### src/hw/rtl/asnap_pkg.sv
// Shared constants, register codes and stage payload types for the angle snap smoother.
// Depends on nothing; the design files refer to it by scoped names, the bench imports it.
package asnap_pkg;

	// Angle format: unsigned fixed point, ANGLE_FRAC_BITS fraction bits.
	localparam int ANGLE_FRAC_BITS = 4;
	localparam int SNAP_STEP       = 720;
	localparam int ANGLE_W         = 13;
	localparam int FULL_TURN       = 360 << ANGLE_FRAC_BITS;
	localparam int HALF_TURN       = 180 << ANGLE_FRAC_BITS;
	localparam int HALF_DEGREE     = (1 << ANGLE_FRAC_BITS) >> 1;

	// Configuration port.
	localparam int THR_W     = 10;
	localparam int GAIN_W    = 9;
	localparam int CFG_W     = 10;
	localparam int CFG_IDX_W = 2;

	localparam logic [CFG_IDX_W-1:0] CFG_SNAP_THR   = CFG_IDX_W'(0);
	localparam logic [CFG_IDX_W-1:0] CFG_UNSNAP_THR = CFG_IDX_W'(1);
	localparam logic [CFG_IDX_W-1:0] CFG_GAIN       = CFG_IDX_W'(2);

	localparam logic [THR_W-1:0]  SNAP_THR_RESET   = THR_W'(32);
	localparam logic [THR_W-1:0]  UNSNAP_THR_RESET = THR_W'(80);
	localparam logic [GAIN_W-1:0] GAIN_RESET       = GAIN_W'(51);

	// Gain is a fraction in 1/256.
	localparam int GAIN_FRAC  = 8;
	localparam int GAIN_ONE   = 1 << GAIN_FRAC;
	localparam int GAIN_ROUND = 1 << (GAIN_FRAC - 1);

	// Nearest snap point: floor((raw + step/2) / step) by an exact reciprocal.
	// Exact for every dividend below 2**ANGLE_W.
	localparam int RECIP_SHIFT = ANGLE_W + $clog2(SNAP_STEP);
	localparam int RECIP_MULT  = ((1 << RECIP_SHIFT) + SNAP_STEP - 1) / SNAP_STEP;
	localparam int PROD_W      = 2 * ANGLE_W + 1;
	localparam int QUOT_W      = $clog2(FULL_TURN / SNAP_STEP + 2);

	// Whole degrees, 0 to 360 inclusive.
	localparam int DEG_W     = 9;
	localparam int DEG_RIGHT = 90;
	localparam int DEG_TURN  = 360;
	localparam int DEG_Q1    = 45;
	localparam int DEG_Q2    = 135;
	localparam int DEG_Q3    = 225;
	localparam int DEG_Q4    = 315;

	typedef struct packed {
		logic              playing;
		logic [ANGLE_W-1:0] raw;
		logic [QUOT_W-1:0]  quot;
	} raw_item_t;

	typedef struct packed {
		logic              playing;
		logic              snapped;
		logic [ANGLE_W-1:0] target;
	} snap_item_t;

endpackage

### src/hw/rtl/asnap_raw_stage.sv
// First work stage: saturate the delta, advance the raw angle, find the snap quotient.
// Depends on asnap_pkg.
module asnap_raw_stage (
	input  logic                                   clk,
	input  logic                                   arst_n,
	input  logic                                   load,
	input  logic signed [asnap_pkg::ANGLE_W-1:0]   delta,
	input  logic                                   playing,
	output asnap_pkg::raw_item_t                   item_s2
);

	localparam int SUM_W = asnap_pkg::ANGLE_W + 2;
	localparam logic signed [asnap_pkg::ANGLE_W-1:0] HALF_POS =
		asnap_pkg::ANGLE_W'(asnap_pkg::HALF_TURN);
	localparam logic signed [asnap_pkg::ANGLE_W-1:0] HALF_NEG =
		asnap_pkg::ANGLE_W'(-asnap_pkg::HALF_TURN);
	localparam logic signed [SUM_W-1:0] FULL_S = SUM_W'(asnap_pkg::FULL_TURN);

	logic [asnap_pkg::ANGLE_W-1:0]        raw_q;
	logic [asnap_pkg::ANGLE_W-1:0]        raw_new;
	logic signed [asnap_pkg::ANGLE_W-1:0] delta_sat;
	logic signed [SUM_W-1:0]              raw_sum;
	logic signed [SUM_W-1:0]              raw_wrap;
	logic [asnap_pkg::ANGLE_W-1:0]        snap_x;
	logic [asnap_pkg::PROD_W-1:0]         recip_prod;

	always_comb begin
		priority if (delta > HALF_POS) begin
			delta_sat = HALF_POS;
		end else if (delta < HALF_NEG) begin
			delta_sat = HALF_NEG;
		end else begin
			delta_sat = delta;
		end
		raw_sum = $signed({2'b00, raw_q}) - SUM_W'(delta_sat);
		priority if (raw_sum < 0) begin
			raw_wrap = raw_sum + FULL_S;
		end else if (raw_sum >= FULL_S) begin
			raw_wrap = raw_sum - FULL_S;
		end else begin
			raw_wrap = raw_sum;
		end
		raw_new    = raw_wrap[asnap_pkg::ANGLE_W-1:0];
		snap_x     = raw_new + asnap_pkg::ANGLE_W'(asnap_pkg::SNAP_STEP / 2);
		recip_prod = asnap_pkg::PROD_W'(snap_x)
			* asnap_pkg::PROD_W'(asnap_pkg::RECIP_MULT);
	end

	// Hold the raw angle through playback beats.
	always_ff @(posedge clk or negedge arst_n) begin
		if (!arst_n) begin
			raw_q <= '0;
		end else if (load && !playing) begin
			raw_q <= raw_new;
		end
	end

	always_ff @(posedge clk) begin
		if (load) begin
			item_s2.playing <= playing;
			item_s2.raw     <= raw_new;
			item_s2.quot    <= recip_prod[asnap_pkg::RECIP_SHIFT +: asnap_pkg::QUOT_W];
		end
	end

endmodule

### src/hw/rtl/asnap_snap_stage.sv
// Second work stage: nearest snap point, distance and snap hysteresis; picks the target.
// Depends on asnap_pkg.
module asnap_snap_stage (
	input  logic                               clk,
	input  logic                               arst_n,
	input  logic                               load,
	input  asnap_pkg::raw_item_t               item_s2,
	input  logic [asnap_pkg::THR_W-1:0]        snap_thr,
	input  logic [asnap_pkg::THR_W-1:0]        unsnap_thr,
	output asnap_pkg::snap_item_t              item_s3
);

	logic                          snap_held_q;
	logic                          snap_new;
	logic [asnap_pkg::ANGLE_W-1:0] nearest;
	logic [asnap_pkg::ANGLE_W-1:0] snap_gap;

	always_comb begin
		nearest = asnap_pkg::ANGLE_W'(asnap_pkg::ANGLE_W'(item_s2.quot)
			* asnap_pkg::ANGLE_W'(asnap_pkg::SNAP_STEP));
		if (item_s2.raw >= nearest) begin
			snap_gap = item_s2.raw - nearest;
		end else begin
			snap_gap = nearest - item_s2.raw;
		end
		// Engage inside the snap threshold, stay engaged inside the unsnap threshold.
		if (snap_held_q) begin
			snap_new = snap_gap < asnap_pkg::ANGLE_W'(unsnap_thr);
		end else begin
			snap_new = snap_gap < asnap_pkg::ANGLE_W'(snap_thr);
		end
	end

	always_ff @(posedge clk or negedge arst_n) begin
		if (!arst_n) begin
			snap_held_q <= 1'b0;
		end else if (load && !item_s2.playing) begin
			snap_held_q <= snap_new;
		end
	end

	always_ff @(posedge clk) begin
		if (load) begin
			item_s3.playing <= item_s2.playing;
			item_s3.snapped <= item_s2.playing ? snap_held_q : snap_new;
			item_s3.target  <= snap_new ? nearest : item_s2.raw;
		end
	end

endmodule

### src/hw/rtl/asnap_smooth_stage.sv
// Last work stage: move the smoothed angle a gain fraction of the shortest arc.
// Depends on asnap_pkg; its registers are the block's result register.
module asnap_smooth_stage (
	input  logic                           clk,
	input  logic                           arst_n,
	input  logic                           load,
	input  asnap_pkg::snap_item_t          item_s3,
	input  logic [asnap_pkg::GAIN_W-1:0]   gain,
	output logic [asnap_pkg::ANGLE_W-1:0]  smoothed_q,
	output logic                           snapped_q,
	output logic                           updated_q
);

	localparam int ARC_W = asnap_pkg::ANGLE_W + 2;
	localparam int PW    = ARC_W + asnap_pkg::GAIN_W + 1;
	localparam logic signed [ARC_W-1:0] FULL_A = ARC_W'(asnap_pkg::FULL_TURN);
	localparam logic signed [ARC_W-1:0] HALF_A = ARC_W'(asnap_pkg::HALF_TURN);
	localparam logic signed [PW-1:0]    FULL_P = PW'(asnap_pkg::FULL_TURN);

	logic signed [ARC_W-1:0]       arc_d;
	logic signed [ARC_W-1:0]       arc;
	logic [asnap_pkg::GAIN_W-1:0]  gain_eff;
	logic signed [PW-1:0]          prod;
	logic signed [PW-1:0]          step;
	logic signed [PW-1:0]          sm_sum;
	logic signed [PW-1:0]          sm_wrap;

	always_comb begin
		arc_d = $signed({2'b00, item_s3.target}) - $signed({2'b00, smoothed_q});
		// Shortest arc, half-open range from minus a half turn.
		priority if (arc_d >= HALF_A) begin
			arc = arc_d - FULL_A;
		end else if (arc_d < -HALF_A) begin
			arc = arc_d + FULL_A;
		end else begin
			arc = arc_d;
		end
		if (gain > asnap_pkg::GAIN_W'(asnap_pkg::GAIN_ONE)) begin
			gain_eff = asnap_pkg::GAIN_W'(asnap_pkg::GAIN_ONE);
		end else begin
			gain_eff = gain;
		end
		prod   = PW'(arc) * PW'($signed({1'b0, gain_eff}));
		step   = (prod + PW'(asnap_pkg::GAIN_ROUND)) >>> asnap_pkg::GAIN_FRAC;
		sm_sum = PW'($signed({1'b0, smoothed_q})) + step;
		priority if (sm_sum < 0) begin
			sm_wrap = sm_sum + FULL_P;
		end else if (sm_sum >= FULL_P) begin
			sm_wrap = sm_sum - FULL_P;
		end else begin
			sm_wrap = sm_sum;
		end
	end

	always_ff @(posedge clk or negedge arst_n) begin
		if (!arst_n) begin
			smoothed_q <= '0;
		end else if (load && !item_s3.playing) begin
			smoothed_q <= sm_wrap[asnap_pkg::ANGLE_W-1:0];
		end
	end

	always_ff @(posedge clk) begin
		if (load) begin
			snapped_q <= item_s3.snapped;
			updated_q <= !item_s3.playing;
		end
	end

endmodule

### src/hw/rtl/asnap_orient.sv
// Orientation decode of the smoothed angle: right-angle flag and quadrant.
// Depends on asnap_pkg.
module asnap_orient (
	input  logic [asnap_pkg::ANGLE_W-1:0] angle,
	output logic                          line_smoothing,
	output logic [1:0]                    quadrant
);

	typedef enum logic [1:0] {
		QUAD_0DEG,
		QUAD_90DEG,
		QUAD_180DEG,
		QUAD_270DEG
	} quad_t;

	localparam int RIGHT_COUNT = asnap_pkg::DEG_TURN / asnap_pkg::DEG_RIGHT + 1;

	logic [asnap_pkg::ANGLE_W:0]    deg_sum;
	logic [asnap_pkg::DEG_W-1:0]    deg;
	logic                           on_right;
	quad_t                          quad;

	always_comb begin
		deg_sum = {1'b0, angle} + (asnap_pkg::ANGLE_W + 1)'(asnap_pkg::HALF_DEGREE);
		deg     = deg_sum[asnap_pkg::ANGLE_FRAC_BITS +: asnap_pkg::DEG_W];
		on_right = 1'b0;
		for (int k = 0; k < RIGHT_COUNT; k++) begin
			if (deg == asnap_pkg::DEG_W'(k * asnap_pkg::DEG_RIGHT)) begin
				on_right = 1'b1;
			end
		end
		priority if (deg < asnap_pkg::DEG_W'(asnap_pkg::DEG_Q1)
				|| deg >= asnap_pkg::DEG_W'(asnap_pkg::DEG_Q4)) begin
			quad = QUAD_0DEG;
		end else if (deg < asnap_pkg::DEG_W'(asnap_pkg::DEG_Q2)) begin
			quad = QUAD_90DEG;
		end else if (deg < asnap_pkg::DEG_W'(asnap_pkg::DEG_Q3)) begin
			quad = QUAD_180DEG;
		end else begin
			quad = QUAD_270DEG;
		end
	end

	assign line_smoothing = !on_right;
	assign quadrant       = quad;

endmodule

### src/hw/rtl/angle_snap_smoother_unit.sv
// Top level of the angle snap smoother: handshakes, configuration registers, input register.
// Depends on asnap_pkg, asnap_raw_stage, asnap_snap_stage, asnap_smooth_stage, asnap_orient.
//
// Takes one rotation beat per clock while out_ready holds and returns one result beat
// per input beat, in order. A beat is accepted into an input register, then passes three
// short stages: the raw stage subtracts the saturated delta from the raw angle (modulo
// a full turn) and finds the snap quotient by a constant reciprocal multiply; the snap
// stage forms the nearest snap point and applies the engage/release hysteresis; the
// smooth stage moves the smoothed angle by gain/256 (clamped to one) of the shortest
// arc with one 15x10 multiply and loads the result register. Each piece of state lives
// in the one stage that updates it, so items follow one another every cycle; sustained
// rate is one item per cycle while out_ready holds. Stages fill bubbles independently,
// so input beats keep being taken while a result waits, until every stage holds an item.
// A beat with playing set leaves all state untouched and reports the held state with
// updated low. Configuration writes take effect at once and are meant for an idle block.
module angle_snap_smoother_unit (
	input  logic                                   clk,
	input  logic                                   arst_n,
	input  logic                                   cfg_we,
	input  logic [asnap_pkg::CFG_IDX_W-1:0]        cfg_index,
	input  logic [asnap_pkg::CFG_W-1:0]            cfg_wdata,
	input  logic                                   in_valid,
	output logic                                   in_ready,
	input  logic signed [asnap_pkg::ANGLE_W-1:0]   delta_angle,
	input  logic                                   playing,
	output logic                                   out_valid,
	input  logic                                   out_ready,
	output logic [asnap_pkg::ANGLE_W-1:0]          camera_angle,
	output logic                                   snapped,
	output logic                                   line_smoothing,
	output logic [1:0]                             quadrant,
	output logic                                   updated
);

	// Configuration registers.
	logic [asnap_pkg::THR_W-1:0]  snap_thr_q;
	logic [asnap_pkg::THR_W-1:0]  unsnap_thr_q;
	logic [asnap_pkg::GAIN_W-1:0] gain_q;

	// Input register.
	logic                                 valid_s1;
	logic signed [asnap_pkg::ANGLE_W-1:0] delta_s1;
	logic                                 playing_s1;

	// Stage occupancy.
	logic valid_s2;
	logic valid_s3;
	logic out_valid_q;

	// Stage load strobes.
	logic load_out;
	logic load_s3;
	logic load_s2;
	logic load_s1;

	asnap_pkg::raw_item_t  item_s2;
	asnap_pkg::snap_item_t item_s3;

	// Each stage loads when its source holds a beat and it is empty or emptying.
	always_comb begin
		load_out = valid_s3 && (!out_valid_q || out_ready);
		load_s3  = valid_s2 && (!valid_s3 || load_out);
		load_s2  = valid_s1 && (!valid_s2 || load_s3);
		load_s1  = in_valid && (!valid_s1 || load_s2);
	end

	assign in_ready  = !valid_s1 || load_s2;
	assign out_valid = out_valid_q;

	// Register writes; drop writes to unknown indexes.
	always_ff @(posedge clk or negedge arst_n) begin
		if (!arst_n) begin
			snap_thr_q   <= asnap_pkg::SNAP_THR_RESET;
			unsnap_thr_q <= asnap_pkg::UNSNAP_THR_RESET;
			gain_q       <= asnap_pkg::GAIN_RESET;
		end else if (cfg_we) begin
			unique case (cfg_index)
				asnap_pkg::CFG_SNAP_THR: begin
					snap_thr_q <= cfg_wdata[asnap_pkg::THR_W-1:0];
				end
				asnap_pkg::CFG_UNSNAP_THR: begin
					unsnap_thr_q <= cfg_wdata[asnap_pkg::THR_W-1:0];
				end
				asnap_pkg::CFG_GAIN: begin
					gain_q <= cfg_wdata[asnap_pkg::GAIN_W-1:0];
				end
				default: begin
				end
			endcase
		end
	end

	// Occupancy flags: set on load, clear when the beat moves on.
	always_ff @(posedge clk or negedge arst_n) begin
		if (!arst_n) begin
			valid_s1    <= 1'b0;
			valid_s2    <= 1'b0;
			valid_s3    <= 1'b0;
			out_valid_q <= 1'b0;
		end else begin
			if (load_s1) begin
				valid_s1 <= 1'b1;
			end else if (load_s2) begin
				valid_s1 <= 1'b0;
			end
			if (load_s2) begin
				valid_s2 <= 1'b1;
			end else if (load_s3) begin
				valid_s2 <= 1'b0;
			end
			if (load_s3) begin
				valid_s3 <= 1'b1;
			end else if (load_out) begin
				valid_s3 <= 1'b0;
			end
			if (load_out) begin
				out_valid_q <= 1'b1;
			end else if (out_ready) begin
				out_valid_q <= 1'b0;
			end
		end
	end

	// Hold the input beat until the raw stage takes it.
	always_ff @(posedge clk) begin
		if (load_s1) begin
			delta_s1   <= delta_angle;
			playing_s1 <= playing;
		end
	end

	asnap_raw_stage u_raw (
		.clk     (clk),
		.arst_n  (arst_n),
		.load    (load_s2),
		.delta   (delta_s1),
		.playing (playing_s1),
		.item_s2 (item_s2)
	);

	asnap_snap_stage u_snap (
		.clk        (clk),
		.arst_n     (arst_n),
		.load       (load_s3),
		.item_s2    (item_s2),
		.snap_thr   (snap_thr_q),
		.unsnap_thr (unsnap_thr_q),
		.item_s3    (item_s3)
	);

	// The smoothed-angle state doubles as the camera_angle result register.
	asnap_smooth_stage u_smooth (
		.clk        (clk),
		.arst_n     (arst_n),
		.load       (load_out),
		.item_s3    (item_s3),
		.gain       (gain_q),
		.smoothed_q (camera_angle),
		.snapped_q  (snapped),
		.updated_q  (updated)
	);

	// Flags decode straight from the result register.
	asnap_orient u_orient (
		.angle          (camera_angle),
		.line_smoothing (line_smoothing),
		.quadrant       (quadrant)
	);

endmodule

### config.mk
export PLATFORM = sky130hd
export DESIGN_NAME = angle_snap_smoother_unit
export DESIGN_NICKNAME = d
export VERILOG_FILES = /design/src/hw/rtl/asnap_pkg.sv /design/src/hw/rtl/asnap_raw_stage.sv /design/src/hw/rtl/asnap_snap_stage.sv /design/src/hw/rtl/asnap_smooth_stage.sv /design/src/hw/rtl/asnap_orient.sv /design/src/hw/rtl/angle_snap_smoother_unit.sv
export SDC_FILE = /design/constraint.sdc
export NUM_CORES = 1
export LEC_CHECK = 0
export BUFFER_PORTS_ARGS = -buffer_cell sky130_fd_sc_hd__buf_4
export CAP_MARGIN = 20
export CORE_MARGIN = 5
export CORE_UTILIZATION = 65
export CTS_CLUSTER_SIZE = 40
export DETAILED_ROUTE_END_ITERATION = 16
export PLACE_DENSITY = 0.83
export SYNTH_ARGS = -nofsm -noshare
export SYNTH_HDL_FRONTEND = slang
export SYNTH_HIERARCHICAL = 1
export SYNTH_SLANG_ARGS = --single-unit
### constraint.sdc
create_clock -name clk -period 11.4 [get_ports clk]
set_input_delay 2.28 -clock clk [delete_from_list [all_inputs] [get_ports clk]]
set_output_delay 2.28 -clock clk [all_outputs]
set_load 0.05 [all_outputs]
==> results.toml, run 1 <==
[clock_network]
cts_inserted_buffers = 9
cts_tree = "built"
cts_sinks = 109
cts.hold.buffers_added = 0
cts_max_path_buffers = 2
clock_tree.htree_level_count = 3
cts.clk_slew.worst_paths_ps = 80
clock_insertion_delay_worst_skew_ps = 360
clk_root_buffer_cell = "sky130_fd_sc_hd__clkbuf_16"

[synthesis]
postSynthAreaPerCell_um2 = 9.17
ys_ff_latch = 109
post-synth-top-area-fraction = 0.182
area_of_the_mapped_netlist_um2 = 17800
synthesis.yosys.warnings = 6
synthTopCellsByArea = "sky130_fd_sc_hd__fa_1 (18%), sky130_fd_sc_hd__ha_1 (18%), sky130_fd_sc_hd__edfxtp_1 (8.3%)"
syn-instance-count = 1940
synth_sequential_area_ratio = 0.168
synth_fp_nets = 2382
asyncSetResetFlopFracSynth = 0.550
dominantRegCellSynth = "sky130_fd_sc_hd__dfrtp_1"
synth_edf_count = 49
synth_area_leader_cell = "sky130_fd_sc_hd__fa_1"
distinct_cell_type_count_of_the_synthesized_netlist = 114

[critical_path]
worstPathMaxFanout = 7
register_to_register_setup_slack_ps = 560
cp_data_required_time_ps = 11660
crit_end = "u_smooth/smoothed_q[8]$_DFFE_PN0P_"
worst_r2r_startpoint = "u_snap/item_s3[0]$_SDFFCE_PP0P_"
r2r_cells = 40
crit_type = "reg -> reg"
worst-path-stages = 40
path_common_cell = "sky130_fd_sc_hd__fa_1"
slowest_stage = "sky130_fd_sc_hd__or4b_4"
critPathLaunch = "u_snap/item_s3[0]$_SDFFCE_PP0P_"
critPathLaunchType = "flop"
worst-endpoint-arrival_ps = 11100
cp_slowest_stage_delay_ps = 540
timing.critical_path.max_delay_family = "compound AO/OA/AOI/OAI gates"
critPathCaptureType = "flop"
path_buf_inv = 5
worstReg2RegEnd = "u_smooth/smoothed_q[8]$_DFFE_PN0P_"

[finish]
final_cells = 2332
finalNetCount = 2428
finish.instance_area_um2 = 18900
antenna_cells_inserted = 0
layout_common_cells = "sky130_fd_sc_hd__inv_1 (352), sky130_fd_sc_hd__ha_1 (249), sky130_fd_sc_hd__fa_1 (161), sky130_fd_sc_hd__nor2_1 (141), sky130_fd_sc_hd__nand2_1 (126)"
final_common_cell = "sky130_fd_sc_hd__inv_1"
final_layout_size_suffix_gt1_frac = 0.118
area_growth_pct = 6.54

[floorplanning]
die-area_um2 = 30800
die_width_um = 175
floorplan.rows = 60
core_um2 = 27000
die_span_y_um = 175
pin_count = 51
start_util = 0.660

[hold_path]
min-delay-start = "u_snap/item_s3[13]$_DFFE_PP_"
holdCritPathClass = "reg -> reg"

[sta]
clock-skew-final_ps = 15.3
rsz_0062_raised_after_global_routing = "false"
fin_crit_sh = 0.951
achievable-frequency_ghz = 0.0923
worst_slew_pin_slew_ps = 1040
timing.setup.tns_ps = 0
max-slew-margin-rel = 0.306
hold_viol = 0
timing.final.crit_period_ps = 10840
final_setup_violation_count = 0
slew_violations = 0

[routing]
drt_first_iter_violations = 883
drt-vias-per-instance = 5.96
wl_mm = 41.1
route.detailed.drc = 0
detailroute.via_count = 13900
detail_route.wl_per_cell_um = 17.6
count_of_tritonroute_iterations_in_the_first_routing_pass = 5
number_of_nets_still_failing_antenna_checks_after_routing = 0

[grt]
grt_use_met2 = 0.485
maximum_number_of_pins_on_one_net_before_global_route_repair = 61
via_count_of_the_first_global_routing_pass = 14400
groute.layer.met3.usage = 0.0297
groute.layer.met1.usage = 0.337
track_usage = 0.271
grt_pass1_wl_mm = 69.2
antenna_violations_before_repair = 0
grt-ovfl-total = 0
grt_busiest_layer = "met2"

[place]
dpl.cell_count = 2312
io_buffers = 50
placedInstanceArea_um2 = 18500
hpwlAfterDp_mm = 34.1
routabilityCongestion = 0.938

[outcome]
run_status = "finished clean"

[run]
max-cap-violations = 0
cells in the mapped netlist (14+ instances only):
cell type                  instances
sky130_fd_sc_hd__a21o_1           18
sky130_fd_sc_hd__o21ai_0          67
sky130_fd_sc_hd__and2_1           26
sky130_fd_sc_hd__o21bai_1         14
sky130_fd_sc_hd__dfrtp_1          53
sky130_fd_sc_hd__o21a_1           23
sky130_fd_sc_hd__nand3_1          27
sky130_fd_sc_hd__a21oi_1          73
sky130_fd_sc_hd__nor2_1          141
sky130_fd_sc_hd__mux2_2           25
sky130_fd_sc_hd__ha_1            249
sky130_fd_sc_hd__clkbuf_1         24
sky130_fd_sc_hd__nor2b_1          28
sky130_fd_sc_hd__inv_1           352
sky130_fd_sc_hd__nand2b_1         21
sky130_fd_sc_hd__xor2_1           38
sky130_fd_sc_hd__nand2_1         126
sky130_fd_sc_hd__fa_1            162
sky130_fd_sc_hd__a211oi_1         18
sky130_fd_sc_hd__nor3_1           25
sky130_fd_sc_hd__xnor2_1          58
sky130_fd_sc_hd__mux2i_1          23
sky130_fd_sc_hd__edfxtp_1         49
sky130_fd_sc_hd__nand4_1          16
cells by family after synthesis:
logic type / synth area share
AOI/OAI and AO/OA: 0.147
xor gates and xnor gates: 0.0549
adders and majority gates: 0.358
buffers and inverters: 0.0883
DFF: 0.168
muxes: 0.0393
and+or+nand+nor: 0.146
sequential cells by signal, indices dropped and copies added (netlist names), 9 cells and up:
| register | count |
|---|---|
| u_snap/item_s3 | 15 |
| u_smooth/smoothed_q | 13 |
| delta_s1 | 13 |
| u_raw/raw_q | 13 |
| u_raw/item_s2 | 18 |
| gain_q | 9 |
| snap_thr_q | 10 |
| unsnap_thr_q | 10 |
routing by layer:
layer,routed length (um),part of all wire
met1,16800,0.41
met2,21000,0.51
met3,1640,0.040
met4,1640,0.040
met5,0,0
through the flow:
step	hold slack, ps	worst slack [ps]	utilization
floorplan	400	752	-
global placement	406	577	0.688
detailed placement	418	231	0.688
CTS	435	194	0.699
global route	437	43.9	0.703
finish	424	561	0.703
worst min-delay path by stage:
stage	endpoint	depth (start not counted)	slack, ps
finish	u_smooth/snapped_q$_DFFE_PP_	0	420
CTS	u_smooth/snapped_q$_DFFE_PP_	0	430
detailed placement	u_smooth/snapped_q$_DFFE_PP_	0	420
global route	u_smooth/snapped_q$_DFFE_PP_	0	440
floorplan	u_smooth/snapped_q$_DFFE_PP_	0	400
global placement	u_smooth/snapped_q$_DFFE_PP_	0	410
timing repair:
item / CTS / global route
setup endpoints to repair: 0 / 6
setup buffers: 0 / 4
gates resized for setup: 0 / 19
final cells by class:
type,count,area (um^2)
Tap cell,341,427
Fill cell,2025,8000
Clock inverter,7,66.3
Sequential cell,109,2980
Inverter,356,1340
Clock buffer,9,225
Multi-Input combinational cell,1430,13300
Timing Repair Buffer,80,601
Power of run 1 is left out: the tool's default activity adds up to more than one toggle a clock period on the data nets, which glitch-free logic cannot reach.
==> run 2, diff against run 1 <==
Settings changed: MAX_ROUTING_LAYER set to met4.
==> run 2 against run 1 <==
Register-to-register slack got worse by 30 ps; count of clock-buffer cells in the layout unchanged; die area did not move; final area is 0.22% higher; fmax fell by 0.28%; worst hold slack improved by 16 ps; wire length increased by 2.1%; sequential cell count stayed put; non-clock buffer count up 2; first-iteration DRC count down 3.4%; final cell count barely moved.
==> results.toml, run 2 (synthesis results as in run 1) <==
[critical_path]
cp_data_required_time_ps = 11670
r2r_cells = 43
cp_slowest_stage_delay_ps = 540
critPathLaunch = "u_smooth/smoothed_q[0]$_DFFE_PN0P_"
worstReg2RegEnd = "u_smooth/smoothed_q[8]$_DFFE_PN0P_"
crit_end = "u_smooth/smoothed_q[8]$_DFFE_PN0P_"
worstPathMaxFanout = 9
crit_type = "reg -> reg"
slowest_stage = "sky130_fd_sc_hd__or4_4"
critPathCaptureType = "flop"
path_common_cell = "sky130_fd_sc_hd__fa_1"
worst-endpoint-arrival_ps = 11140
register_to_register_setup_slack_ps = 530
critPathLaunchType = "flop"
worst_r2r_startpoint = "u_smooth/smoothed_q[0]$_DFFE_PN0P_"

[grt]
track_usage = 0.285
via_count_of_the_first_global_routing_pass = 14700
maximum_number_of_pins_on_one_net_before_global_route_repair = 61
grt-ovfl-total = 0
antenna_violations_before_repair = 0
grt_pass1_wl_mm = 70.5

[finish]
final_common_cell = "sky130_fd_sc_hd__inv_1"
flip_flop_count_of_the_largest_register_all_copies_and_words_added = 18
layout_common_cells = "sky130_fd_sc_hd__inv_1 (352), sky130_fd_sc_hd__ha_1 (249), sky130_fd_sc_hd__fa_1 (162), sky130_fd_sc_hd__nor2_1 (140), sky130_fd_sc_hd__nand2_1 (126)"
reg.largest.list = "u_raw/item_s2 x18, u_snap/item_s3 x15"
final_layout_size_suffix_gt1_frac = 0.120
antenna_cells_inserted = 0
area_growth_pct = 6.78
finalNetCount = 2430
finish.instance_area_um2 = 19000
regMostFlops = "u_raw/item_s2"

[routing]
wl_mm = 41.9
drt_first_iter_violations = 853
count_of_tritonroute_iterations_in_the_first_routing_pass = 5
detailroute.via_count = 13900
detail_route.wl_per_cell_um = 18.0
route.detailed.drc = 0
drt-vias-per-instance = 5.95
number_of_nets_still_failing_antenna_checks_after_routing = 0

[sta]
fin_crit_sh = 0.954
slew_violations = 0
hold_slack_ps = 440
final_setup_violation_count = 0
achievable-frequency_ghz = 0.0920
max-slew-margin-rel = 0.303
worst_slew_pin_slew_ps = 1050
fin_ws_ps = 530
hold_viol = 0
timing.final.crit_period_ps = 10870
clock-skew-final_ps = 15.9

[clock_network]
clock_insertion_delay_worst_skew_ps = 370
cts_sinks = 109
cts_inserted_buffers = 9
cts.hold.buffers_added = 0
cts_tree = "built"
cts.clk_slew.worst_paths_ps = 80
clock_tree.htree_level_count = 3
cts_max_path_buffers = 2
clk_root_buffer_cell = "sky130_fd_sc_hd__clkbuf_16"

[place]
routabilityCongestion = 0.950
placedInstanceArea_um2 = 18500
place_worst_setup_slack_ps = 173
io_buffers = 50
hpwlAfterDp_mm = 34.5

[floorplanning]
die-area_um2 = 30800
start_util = 0.660
pin_count = 51
die_span_y_um = 175
die_width_um = 175
floorplan.rows = 60
core_um2 = 27000

[outcome]
run_status = "finished clean"

[hold_path]
holdCritPathClass = "reg -> reg"

[run]
max-cap-violations = 0
-- run 2: metrics by stage --
stage                     instances  utilization  setup TNS, ps
final                          2334        0.705              0
after global routing           2334        0.705           -240
after CTS                      2327        0.699              0
after detailed placement       2311        0.688              0
after global placement         2311        0.688              0
after floorplan                1940            -              0
-- run 2: area by class of cell --
cell class	count	area, um^2
tap	341	427
fill	2051	7960
clock inverter	7	72.6
timing repair buffer	82	616
multi-input combinational	1430	13300
inverter	356	1340
sequential	109	2980
clock buffer	9	225
-- run 2: layer usage --
metal  vias to the layer above  routed length (um)  share of wire  track usage
met4                         0                1630          0.039        0.110
met1                      6749               17000           0.41        0.335
li1                       6628                   -              -            -
met3                       104                1760          0.042       0.0303
met2                       410               21500           0.51        0.505
met5                         -                   0              0            -
-- run 2: worst max-delay path: cells and delay by family, from the launching register on --
| kind | cells | cell delay [ps] |
|---|---|---|
| compound gates | 16 | 3290 |
| simple gates | 11 | 2580 |
| fa+ha+maj | 9 | 3820 |
| flops | 1 | 430 |
| xor+xnor | 2 | 340 |
| buf+inv | 5 | 320 |
-- run 2: worst min-delay path by stage --
stage / start / to / slack (ps) / cells past startpoint
after global placement: u_snap/item_s3[13]$_DFFE_PP_ / u_smooth/snapped_q$_DFFE_PP_ / 400 / 0
final: u_snap/item_s3[13]$_DFFE_PP_ / u_smooth/snapped_q$_DFFE_PP_ / 440 / 0
after global routing: u_snap/item_s3[13]$_DFFE_PP_ / u_smooth/snapped_q$_DFFE_PP_ / 470 / 0
after CTS: u_snap/item_s3[13]$_DFFE_PP_ / u_smooth/snapped_q$_DFFE_PP_ / 440 / 0
after detailed placement: u_snap/item_s3[13]$_DFFE_PP_ / u_smooth/snapped_q$_DFFE_PP_ / 420 / 0
after floorplan: u_snap/item_s3[13]$_DFFE_PP_ / u_smooth/snapped_q$_DFFE_PP_ / 400 / 0
-- run 2: timing repair --
| item | in CTS | in global routing |
|---|---|---|
| endpoints found under the hold margin | 0 | 0 |
| gates resized for setup | 0 | 23 |
| setup buffers | 0 | 6 |
| endpoints found under the setup margin | 0 | 6 |
Power of run 2 is left out for the same reason.
